### src/design/tsrq_pkg.sv
// Types and constants of the sorted time-stamp store with date-range query.
// Used by the cell, the top level and the checker; depends on nothing.
package tsrq_pkg;

  localparam int unsigned DefaultDepth = 64;
  localparam int unsigned KeyW         = 26;
  localparam int unsigned AddrW        = 48;
  localparam int unsigned DateW        = 9;

  typedef enum logic [1:0] {
    OP_LOAD  = 2'd0,
    OP_QUERY = 2'd1,
    OP_CLEAR = 2'd2
  } op_e;

  typedef enum logic [1:0] {
    CMD_HOLD,
    CMD_LOAD,
    CMD_ROTATE,
    CMD_CLEAR
  } cell_cmd_e;

  typedef struct packed {
    op_e         operation;
    logic [3:0]  month;
    logic [4:0]  day;
    logic [4:0]  hour;
    logic [5:0]  minute;
    logic [5:0]  second;
    logic [31:0] ip_address;
    logic [15:0] port;
    logic [3:0]  end_month;
    logic [4:0]  end_day;
  } in_req_t;

  typedef struct packed {
    logic [3:0]  out_month;
    logic [4:0]  out_day;
    logic [4:0]  out_hour;
    logic [5:0]  out_minute;
    logic [5:0]  out_second;
    logic [31:0] out_ip_address;
    logic [15:0] out_port;
    logic        last;
    logic        none_found;
  } out_req_t;

  typedef struct packed {
    logic             valid;
    logic [KeyW-1:0]  key;
    logic [AddrW-1:0] addr;
  } entry_t;

  typedef struct packed {
    cell_cmd_e        cmd;
    logic [KeyW-1:0]  new_key;
    logic [AddrW-1:0] new_addr;
  } cell_ctrl_t;

endpackage

### src/design/tsrq_cell.sv
// One storage cell of the sorted insertion chain.
// Depends on tsrq_pkg for the entry and control types.
module tsrq_cell (
  input  logic                clk_i,
  input  logic                rst_ni,
  input  tsrq_pkg::cell_ctrl_t ctrl_i,
  input  tsrq_pkg::entry_t    prev_i,
  input  logic                prev_move_i,
  input  tsrq_pkg::entry_t    next_i,
  output tsrq_pkg::entry_t    entry_o,
  output logic                move_o
);

  logic                       valid_q, valid_d;
  logic [tsrq_pkg::KeyW-1:0]  key_q, key_d;
  logic [tsrq_pkg::AddrW-1:0] addr_q, addr_d;

  assign move_o  = !valid_q || (key_q > ctrl_i.new_key);
  assign entry_o = '{valid: valid_q, key: key_q, addr: addr_q};

  always_comb begin
    valid_d = valid_q;
    key_d   = key_q;
    addr_d  = addr_q;
    unique case (ctrl_i.cmd)
      tsrq_pkg::CMD_LOAD: begin
        if (move_o) begin
          if (prev_move_i) begin
            valid_d = prev_i.valid;
            key_d   = prev_i.key;
            addr_d  = prev_i.addr;
          end else begin
            valid_d = 1'b1;
            key_d   = ctrl_i.new_key;
            addr_d  = ctrl_i.new_addr;
          end
        end
      end
      tsrq_pkg::CMD_ROTATE: begin
        valid_d = next_i.valid;
        key_d   = next_i.key;
        addr_d  = next_i.addr;
      end
      tsrq_pkg::CMD_CLEAR: begin
        valid_d = 1'b0;
      end
      default: begin
      end
    endcase
  end

  always_ff @(posedge clk_i or negedge rst_ni) begin
    if (!rst_ni) begin
      valid_q <= 1'b0;
    end else begin
      valid_q <= valid_d;
    end
  end

  always_ff @(posedge clk_i) begin
    key_q  <= key_d;
    addr_q <= addr_d;
  end

endmodule

### config.mk
export PLATFORM = sky130hd
export DESIGN_NAME = tsrq_cell
export DESIGN_NICKNAME = d
export VERILOG_FILES = /design/src/design/tsrq_pkg.sv /design/src/design/tsrq_cell.sv
export SDC_FILE = /design/constraint.sdc
export NUM_CORES = 1
export LEC_CHECK = 0
export BUFFER_PORTS_ARGS = -buffer_cell sky130_fd_sc_hd__buf_2
export CAP_MARGIN = 20
export CORE_AREA = 2 2 118 120
export DETAILED_ROUTE_END_ITERATION = 10
export DIE_AREA = 0 0 120 122
export HOLD_SLACK_MARGIN = 0.06
export PLACE_DENSITY = 0.76
export SYNTH_ARGS = -nofsm -noshare
export SYNTH_HDL_FRONTEND = slang
export SYNTH_SLANG_ARGS = --single-unit
export TNS_END_PERCENT = 10
### constraint.sdc
create_clock -name clk_i -period 15.5 [get_ports clk_i]
set_clock_uncertainty 0.2 [all_clocks]
set_input_delay 2.325 -clock clk_i [delete_from_list [all_inputs] [get_ports clk_i]]
set_output_delay 2.325 -clock clk_i [all_outputs]
set_load 0.005 [all_outputs]
=== Yosys cells after proc, flatten, opt, wreduce, memory -nomap -nowiden ===
Cells that the tools add are included.

* $lt $le $gt $ge: 1
* Equality and inequality tests: 4
* Multiplexer cells: 9
* Reduce and logical (&&, ||, !) cells: 6

{| class="wikitable"
|+ Operators by type and width
! operator !! count
|-
| 48-bit two-way mux || 2
|-
| 48-bit case mux with 2 select lines || 1
|-
| 26-bit two-way mux || 2
|-
| 26-bit case mux with 2 select lines || 1
|-
| 26-bit greater-than comparator || 1
|-
| 2-bit == test (second input constant) || 2
|-
| 2-bit AND reduction || 2
|-
| 1-bit case mux with 3 select lines || 1
|-
| 3-bit nonzero test || 1
|-
| 2-bit by 1-bit == test with 1-bit output (second input constant) || 1
|-
| 1-bit two-way mux || 2
|-
| 2-bit != test (second input constant) || 1
|-
| 2-bit nonzero test || 1
|-
| 1-bit zero test || 1
|-
| 1-bit logical OR || 1
|}

* Register bits after elaboration: 75
* Word-level logic and storage cells: 23

=== Depth between registers and ports, before layout ===
Gate-level depths: netlist of run 1.

* Word-level depth: 4
* Depth in mapped cells: 8
* Gate-level depth less buffers: 8

=== Least setup slack after synthesis of run 1 ===
OpenSTA, ideal clock, no wires.

* Path type: input to register
* From: in ctrl_i[72] (netlist bit)
* To: reg addr_q[0] (netlist bit), enable pin
* Data arrival time: 8.840 ns
* Data required time: 14.684 ns
* Setup slack: 5.845 ns
* Stages on the path: 7
* Buffers on the path: 0
* Cell sequence: inv_1 > ha_1 > nand4_2 > nor4_2 > o31a_2 > nor2_1 > o31ai_1

* Cells in the longest elaborated chain, start to end: 4

{| class="wikitable"
|+ RTL lines
! element !! RTL line !! source
|-
| start: declaration || tsrq_cell.sv:6 || <nowiki>input tsrq_pkg::cell_ctrl_t ctrl_i,</nowiki>
|-
| 26-bit greater-than comparator || tsrq_cell.sv:18 || <nowiki>assign move_o = !valid_q || (key_q > ctrl_i.new_key);</nowiki>
|-
| 1-bit logical OR || tsrq_cell.sv:18 ||
|-
| 2-bit != test (no source line) || n/a ||
|-
| 2-bit AND reduction (no source line) || n/a ||
|-
| end signal: assignment || tsrq_cell.sv:62 || <nowiki>addr_q <= addr_d;</nowiki>
|-
| end: declaration || tsrq_cell.sv:16 || <nowiki>logic [tsrq_pkg::AddrW-1:0] addr_q, addr_d;</nowiki>
|}

No other way between the ends.
A chain may end at the register's enable or synchronous reset.

=== Worst setup path after layout of run 1 ===
* From: in ctrl_i[69] (netlist bit)
* To: out move_o

* Cells in the longest elaborated chain, start to end: 2

{| class="wikitable"
|+ RTL lines
! element !! RTL line !! source
|-
| 26-bit greater-than comparator || tsrq_cell.sv:18 ||
|-
| 1-bit logical OR || tsrq_cell.sv:18 ||
|-
| end: declaration || tsrq_cell.sv:11 || <nowiki>output logic move_o</nowiki>
|}

No other way between the ends.

==> summary.txt, run 1 <==
Run status
  • Run status: finished, final reports clean

Layout
  • Core utilization of the finished layout: 47.89%
  • Footprint of the multi-input gates: 2046 um2
  • Layout Nets: 977
  • Number of fill cells in the layout: 1,310
  • Share of cells above drive strength 1: 45.25%
  • Relative area change from synthesis to final layout: 43.66%
  • Number of standard cells in the final layout excluding fillers: 909
  • Post-route cell area: 6467 um2
  • Sequential Area: 2247 um2

Power and ir drop
  • Ratio of total power to cell area: 91.33 nW/um2
  • Share of total power in combinational logic: 21.1%
  • LEAKAGE: 3.165 nW
  • Clk pwr share: 34.6%
  • Sequential cell fraction of total power: 44.2%
  • Internal power: 0.0004371 W
  • Maximum ir drop on the vdd rail: 0.00006495 V
  • Switching Fraction: 26.00%
  • Power dissipated by switching net loads: 0.0001536 W

Clocking
  • Maximum root-to-sink buffer count: 2
  • Hold_buf cts: 0
  • Number of CTS-inserted buffers: 9
  • Number of instances resized during post-cts repair: 0
  • CTS Root Cell: sky130_fd_sc_hd__clkbuf_16
  • Number of sinks handled by clock tree synthesis: 75
  • H-Tree Level Count: 3
  • Setup Fix Bufs, Post-CTS: 0
  • Clock slew at reported path FFs: 0.05 ns
  • Worst-skew pair later-pin latency: 0.33 ns
  • Clock tree from TritonCTS: built

Timing
  • Max frequency: 152.3 MHz
  • Pin slew with the least headroom to its limit: 0.9910 ns
  • Unrepaired setup endpoints after global routing: false
  • Final critical path time including I/O delays and setup: 6.564 ns
  • Portion of the clock cycle consumed by the worst path in the final layout: 42.35%
  • Worst slew slack as a fraction of its limit: 33.93%
  • Number of max-slew violations in the final report: 0
  • Setup TNS: 0 ns
  • Endpoints failing hold: 0
  • Hold slack final: 0.4696 ns
  • Setup-violating endpoint count in the final report: 0

Setup path
  • CP endpoint kind: output port
  • Worst Reg-to-Reg Cells: 7
  • Capture point of the worst reg-to-reg path: addr_q[19]
  • Category of the most critical setup path: in -> out
  • Endpoint arrival time on the critical path: 4.04 ns
  • Worst reg2reg setup slack: 12.19 ns
  • CP Launch Type: input pin
  • Crit Path Max Fanout: 3
  • CP required: 12.98 ns
  • R2R Path Start: key_q[21]

Synthesis
  • Cells after Synth: 429
  • Number of synthesized flops with an enable pin: 74
  • Syn nets: 684
  • Sequential-to-total area share from yosys stat: 49.92%
  • Post-synth top flop: sky130_fd_sc_hd__edfxtp_1
  • Async set-or-reset flop fraction in the synthesized netlist: 1.333%
  • Synth Warn #: 0
  • Syn Std Cell Area: 4502 um2
  • Distinct cells, synth: 30
  • Synth Register Bits: 75
  • Synthesized area per cell: 10.49 um2

GRT
  • First-pass GRT wire length: 20.41 mm
  • Antenna violations before repair: 3
  • Global-route usage over all layers: 18.18%
  • Pin count of the biggest net entering global routing: 76
  • Total overflow reported by the global router: 0
  • Vias in the first global route: 4,053

Die
  • Overall die height: 122 um
  • Num ports: 305
  • Initial Utilization: 33.34%
  • Die W: 120 um
  • Core Area: 13,500 um2
  • Area of the die: 14,640 um2
  • Site row count: 43

Route
  • Vias: 4,200
  • Number of vias per cell: 4.620
  • Remaining DRCs: 0
  • Total detailed-routing wirelength: 13.83 mm
  • Number of DRC markers in iteration 0: 165
  • Average wire length per cell after detail routing: 15.21 um
  • Remaining antenna violation count: 0
  • Router iterations before antenna repair: 5

Worst hold path
  • Hold Path Depth: 2
  • Worst min path class: reg -> reg
  • Hold Path Sink: valid_q
  • Min-delay src: valid_q

Placement
  • Instance area after placement: 6177 um2
  • Final HPWL DP: 10.87 mm
  • Gpl congestion: 0.8388
  • Count of input and output buffers: 304
  • Cell count after placement: 891

Flow run
  • Maximum capacitance violations: 0
==> layout by cell type, fill, tap and decap left out <==
cell type and n:
sky130_fd_sc_hd__a211oi_1 1, sky130_fd_sc_hd__a21oi_1 12, sky130_fd_sc_hd__a221o_1 1, sky130_fd_sc_hd__a221oi_1 1, sky130_fd_sc_hd__and2b_1 1, sky130_fd_sc_hd__and4_1 1, sky130_fd_sc_hd__and4_2 1, sky130_fd_sc_hd__buf_2 303
sky130_fd_sc_hd__buf_4 5, sky130_fd_sc_hd__bufinv_16 1, sky130_fd_sc_hd__clkbuf_1 1, sky130_fd_sc_hd__clkbuf_16 9, sky130_fd_sc_hd__clkinv_1 1, sky130_fd_sc_hd__clkinv_2 3, sky130_fd_sc_hd__clkinvlp_4 1, sky130_fd_sc_hd__dfrtp_1 1
sky130_fd_sc_hd__diode_2 2, sky130_fd_sc_hd__edfxtp_1 74, sky130_fd_sc_hd__ha_1 26, sky130_fd_sc_hd__inv_1 28, sky130_fd_sc_hd__mux2i_1 74, sky130_fd_sc_hd__nand2_1 81, sky130_fd_sc_hd__nand2b_1 1, sky130_fd_sc_hd__nand3_1 1
sky130_fd_sc_hd__nand4_1 4, sky130_fd_sc_hd__nand4_2 1, sky130_fd_sc_hd__nor2_1 5, sky130_fd_sc_hd__nor2b_1 2, sky130_fd_sc_hd__nor2b_4 1, sky130_fd_sc_hd__nor3_1 2, sky130_fd_sc_hd__nor4_2 1, sky130_fd_sc_hd__o211ai_1 1
sky130_fd_sc_hd__o211ai_2 1, sky130_fd_sc_hd__o21ai_0 79, sky130_fd_sc_hd__o31a_2 1, sky130_fd_sc_hd__o31ai_4 1
==> per-stage QoR <==
step                      setup slack (ns)  total power, W
after global routing                 8.751       0.0006224
after floorplan                      5.845       0.0003272
after CTS                            8.895       0.0005993
final                                8.936       0.0005907
after detailed placement             8.904       0.0003921
after global placement               8.942       0.0003883
==> worst max-delay path by stage <==
stage | start | end | slack [ns]
after detailed placement | ctrl_i[69] | move_o | 8.90
after CTS | ctrl_i[69] | move_o | 8.89
final | ctrl_i[69] | move_o | 8.94
after global routing | ctrl_i[59] | move_o | 8.75
after floorplan | ctrl_i[72] | addr_q[0] | 5.84
after global placement | ctrl_i[69] | move_o | 8.94
==> layout make-up <==
type                            instances  share of cell area [%]
Tap cell                              180                   3.482
Clock inverter                          6                  0.8706
Multi-Input combinational cell        300                   31.63
Timing Repair Buffer                  308                   24.03
Clock buffer                           10                   3.540
Inverter                               28                   1.625
Sequential cell                        75                   34.75
Antenna cell                            2                 0.07738
==> power by group through the flow <==
| stage | sequential, W | clock, W | combinational [W] |
|---|---|---|---|
| 2_1_floorplan | 0.000272 | 0 | 0.0000554 |
| 3_3_place_gp | 0.000265 | 0 | 0.000124 |
| 3_5_place_dp | 0.000266 | 0 | 0.000126 |
| 4_1_cts | 0.000262 | 0.000211 | 0.000127 |
| 5_1_grt | 0.000264 | 0.000219 | 0.000140 |
| 6_report | 0.000261 | 0.000204 | 0.000125 |
==> Yosys cell counts (2+ instances only) <==
cell	count	area share [%]
sky130_fd_sc_hd__nand2_1	81	6.8
sky130_fd_sc_hd__o21ai_0	79	8.8
sky130_fd_sc_hd__edfxtp_1	74	49
sky130_fd_sc_hd__mux2i_1	74	16
sky130_fd_sc_hd__inv_1	28	2.3
sky130_fd_sc_hd__ha_1	26	7.2
sky130_fd_sc_hd__clkbuf_1	15	1.3
sky130_fd_sc_hd__a21oi_1	12	1.3
sky130_fd_sc_hd__buf_2	7	0.78
sky130_fd_sc_hd__nor2_1	5	0.42
sky130_fd_sc_hd__nand4_1	4	0.56
sky130_fd_sc_hd__buf_4	3	0.50
sky130_fd_sc_hd__nor2b_1	3	0.42
sky130_fd_sc_hd__nor3_1	2	0.22
==> worst max-delay path, stage by stage <==
cell,delay [ns]
sky130_fd_sc_hd__buf_2,0.09
sky130_fd_sc_hd__inv_1,0.04
sky130_fd_sc_hd__ha_1,0.31
sky130_fd_sc_hd__nand4_1,0.21
sky130_fd_sc_hd__nor4_2,0.41
sky130_fd_sc_hd__o31a_2,0.24
sky130_fd_sc_hd__nor2_1,0.08
sky130_fd_sc_hd__o21ai_0,0.20
sky130_fd_sc_hd__buf_2,0.15
==> sequential cells by signal, indices dropped and copies added (netlist names) <==
| name | cells |
|---|---|
| addr_q | 48 |
| key_q | 26 |
| valid_q | 1 |
==> layer usage <==
| layer | GRT usage (%) | wire, um | part of all wire, % |
|---|---|---|---|
| met2 | 31.96 | 6883 | 50 |
| met1 | 20.00 | 5407 | 39 |
| met3 | 7.537 | 1313 | 9.5 |
| met4 | 5.662 | 212 | 1.5 |
| met5 | 0 | 13 | 0.094 |
==> kinds of logic after synthesis <==
logic type	count (synthesis)	synth area share, %
adder cells (fa/ha/maj)	26	7.226
AO/OA/AOI/OAI	98	11.53
buffers and inverters	54	5.114
AND/OR/NAND/NOR	102	9.755
flip-flops	75	49.92
multiplexers	74	16.45
Note: power is estimated with default switching activity, not from simulation.
==> run 2: changes to the inputs <==
--- a/config.mk
+++ b/config.mk
@@ -7,11 +7,11 @@
 export LEC_CHECK = 0
 export BUFFER_PORTS_ARGS = -buffer_cell sky130_fd_sc_hd__buf_2
 export CAP_MARGIN = 20
-export CORE_AREA = 2 2 118 120
+export CORE_AREA = 2 2 120 122
 export DETAILED_ROUTE_END_ITERATION = 10
-export DIE_AREA = 0 0 120 122
+export DIE_AREA = 0 0 122 124
 export HOLD_SLACK_MARGIN = 0.06
-export PLACE_DENSITY = 0.76
+export PLACE_DENSITY = 0.74
 export SYNTH_ARGS = -nofsm -noshare
 export SYNTH_HDL_FRONTEND = slang
 export SYNTH_SLANG_ARGS = --single-unit
==> constraint.sdc (replaced) <==
create_clock -name clk_i -period 6.53 [get_ports clk_i]
set_clock_uncertainty 0.2 [all_clocks]
set_input_delay 0.9795 -clock clk_i [delete_from_list [all_inputs] [get_ports clk_i]]
set_output_delay 0.9795 -clock clk_i [all_outputs]
set_load 0.005 [all_outputs]
==> run 2 against run 1 <==
  * Cell count decreased by 0.22%
  * Sequential cell count unchanged
  * Non-clock buffer count increased by 1
  * Critical path depth unchanged
  * Critical endpoint unchanged
  * Highest routed layer is now met4
  * Global-route usage decreased by 1.5 points
  * Total power increased by 140%
==> summary.txt, run 2 (synthesis gave the netlist of run 1 again) <==
Run status
  • Run status: finished, final reports clean

Power and ir drop
  • Ratio of total power to cell area: 221.1 nW/um2 (+140%)
  • LEAKAGE: 3.179 nW (+0.44%)
  • Maximum ir drop on the vdd rail: 0.0001803 V (+180%)
  • Overall power after layout: 0.001435 W (+140%)

Setup path
  • CP required: 5.35 ns (-7.63 ns)
  • Endpoint arrival time on the critical path: 2.74 ns (-1.30 ns)
  • CP Launch Type: input pin
  • Crit Path Max Fanout: 4 (+1)
  • CP endpoint kind: output port
  • Category of the most critical setup path: in -> out

Layout
  • Share of cells above drive strength 1: 45.39% (+0.14 points)
  • Most used cells in the layout excluding fill and tap cells: sky130_fd_sc_hd__buf_2 (303), sky130_fd_sc_hd__nand2_1 (81), sky130_fd_sc_hd__o21ai_0 (79)
  • Relative area change from synthesis to final layout: 44.19%
  • Layout Nets: 978 (+0.10%)
  • Register ranked first by flip-flop count: addr_q
  • Sequential Area: 2247 um2 (unchanged)
  • Core utilization of the finished layout: 47.31% (-0.58 points)
  • Number of antenna cells inserted: 0 (-2)
  • Footprint of the multi-input gates: 2046 um2 (unchanged)
  • Max FFs per register: 48 (unchanged)
  • Number of fill cells in the layout: 1,323 (+0.99%)
  • Most frequent standard cell in the layout excluding fill and tap cells: sky130_fd_sc_hd__buf_2
  • Post-route cell area: 6491 um2 (+0.37%)
  • Regs by FF count: addr_q: 48 flops, key_q: 26 flops, valid_q: 1 flops

Placement
  • Count of input and output buffers: 304 (unchanged)
  • Setup Slack @ Placement: 2.576 ns (-6.328 ns)
  • Instance area after placement: 6185 um2 (+0.12%)
  • Gpl congestion: 0.8030 (-4.3%)
  • Final HPWL DP: 10.48 mm (-3.6%)

Flow run
  • Maximum capacitance violations: 0 (unchanged)

Clocking
  • H-Tree Level Count: 3 (unchanged)
  • CTS Root Cell: sky130_fd_sc_hd__clkbuf_16
  • Number of sinks handled by clock tree synthesis: 75 (unchanged)
  • Hold_buf cts: 0 (unchanged)
  • Worst-skew pair later-pin latency: 0.33 ns (about the same)
  • Number of instances resized during post-cts repair: 0 (unchanged)
  • Setup Fix Bufs, Post-CTS: 0 (unchanged)
  • Number of CTS-inserted buffers: 9 (unchanged)
  • Maximum root-to-sink buffer count: 2 (unchanged)
  • Clock slew at reported path FFs: 0.06 ns (about the same)
  • Clock tree from TritonCTS: built

Timing
  • Final critical path time including I/O delays and setup: 3.917 ns
  • Unrepaired setup endpoints after global routing: false
  • Worst slew slack as a fraction of its limit: 52.49% (+19 points)
  • Max frequency: 255.3 MHz
  • Worst path setup slack after routing: 2.613 ns (-6.322 ns)
  • Setup-violating endpoint count in the final report: 0 (unchanged)
  • Endpoints failing hold: 0 (unchanged)
  • Setup TNS: 0 ns (unchanged)
  • Number of max-slew violations in the final report: 0 (unchanged)
  • Portion of the clock cycle consumed by the worst path in the final layout: 59.98%
  • Pin slew with the least headroom to its limit: 0.7127 ns (-0.2784 ns)

Worst hold path
  • Worst min path class: in -> async

Route
  • Total detailed-routing wirelength: 13.08 mm (-5.4%)
  • Number of DRC markers in iteration 0: 147 (-11%)
  • Remaining DRCs: 0 (unchanged)
  • Average wire length per cell after detail routing: 14.42 um (-5.2%)
  • Remaining antenna violation count: 0 (unchanged)
  • Vias: 4,190 (-0.24%)
  • Number of vias per cell: 4.620 (about the same)
  • Router iterations before antenna repair: 6 (+1)

GRT
  • Antenna violations before repair: 0 (-3)
  • First-pass GRT wire length: 19.10 mm (-6.4%)
  • Vias in the first global route: 3,985 (-1.7%)
  • Pin count of the biggest net entering global routing: 81 (+6.6%)
  • Total overflow reported by the global router: 0 (unchanged)
  • Global-route usage over all layers: 16.68% (-1.5 points)

Die
  • Area of the die: 15,130 um2 (+3.3%)
  • Num ports: 305 (unchanged)
  • Die W: 122 um (+1.7%)
  • Core Area: 13,720 um2 (+1.6%)
  • Overall die height: 124 um (+1.6%)
  • Initial Utilization: 32.81% (-0.52 points)
  • Site row count: 43 (unchanged)
==> run 2: changes by cell type in the layout (fill, tap and decap cells not counted), sizes merged <==
cell    previous run  this run
buf              308       309
bufinv             1         2
clkbuf            10         9
clkinv             4         3
diode              2         0
==> run 2: power breakdown <==
part           internal (W)  total [W]  switching (W)
registers          0.000602   0.000620      0.0000184
logic              0.000143   0.000294       0.000152
clock network      0.000330   0.000521       0.000191
==> run 2: path summary, 6_finish.rpt <==
kind | start | to | slack [ns] | depth (start not counted)
max reg2reg | key_q[21] | addr_q[20] | 3.47 | 7
min reg2reg | valid_q | valid_q | 0.51 | 2
max | ctrl_i[72] | move_o | 2.61 | 9
min in group clk_i | valid_q | valid_q | 0.51 | 2
max in group asynchronous | rst_ni | valid_q | 5.84 | 1
min | rst_ni | valid_q | 0.21 | 1
==> run 2: stage by stage <==
step                      hold slack (ns)  cells
final                              0.2080    907
after global routing               0.1901    907
after CTS                          0.1898    907
after detailed placement           0.5069    892
after global placement             0.4992    892
after floorplan                    0.4144    429
==> run 2: cell type report <==
type / count / share of cell area, %
repair buffers: 309 / 24.06
flip-flops and latches: 75 / 34.62
inverters: 28 / 1.619
multi-input cells: 300 / 31.51
clock inverters: 6 / 1.253
clock buffers: 9 / 3.470
well taps: 180 / 3.470
==> run 2: layer usage <==
metal	part of all wire [%]	track usage (%)
met1	39	18.26
met2	49	29.64
met3	9.3	5.769
met4	2.3	6.681
met5	0	0
==> run 2: worst max-delay path, stage by stage <==
cell                      delay (ns)
sky130_fd_sc_hd__buf_2          0.10
sky130_fd_sc_hd__inv_1          0.04
sky130_fd_sc_hd__ha_1           0.32
sky130_fd_sc_hd__nand4_2        0.16
sky130_fd_sc_hd__nor4_2         0.45
sky130_fd_sc_hd__o31a_2         0.26
sky130_fd_sc_hd__nor2_1         0.08
sky130_fd_sc_hd__o21ai_0        0.19
sky130_fd_sc_hd__buf_2          0.15
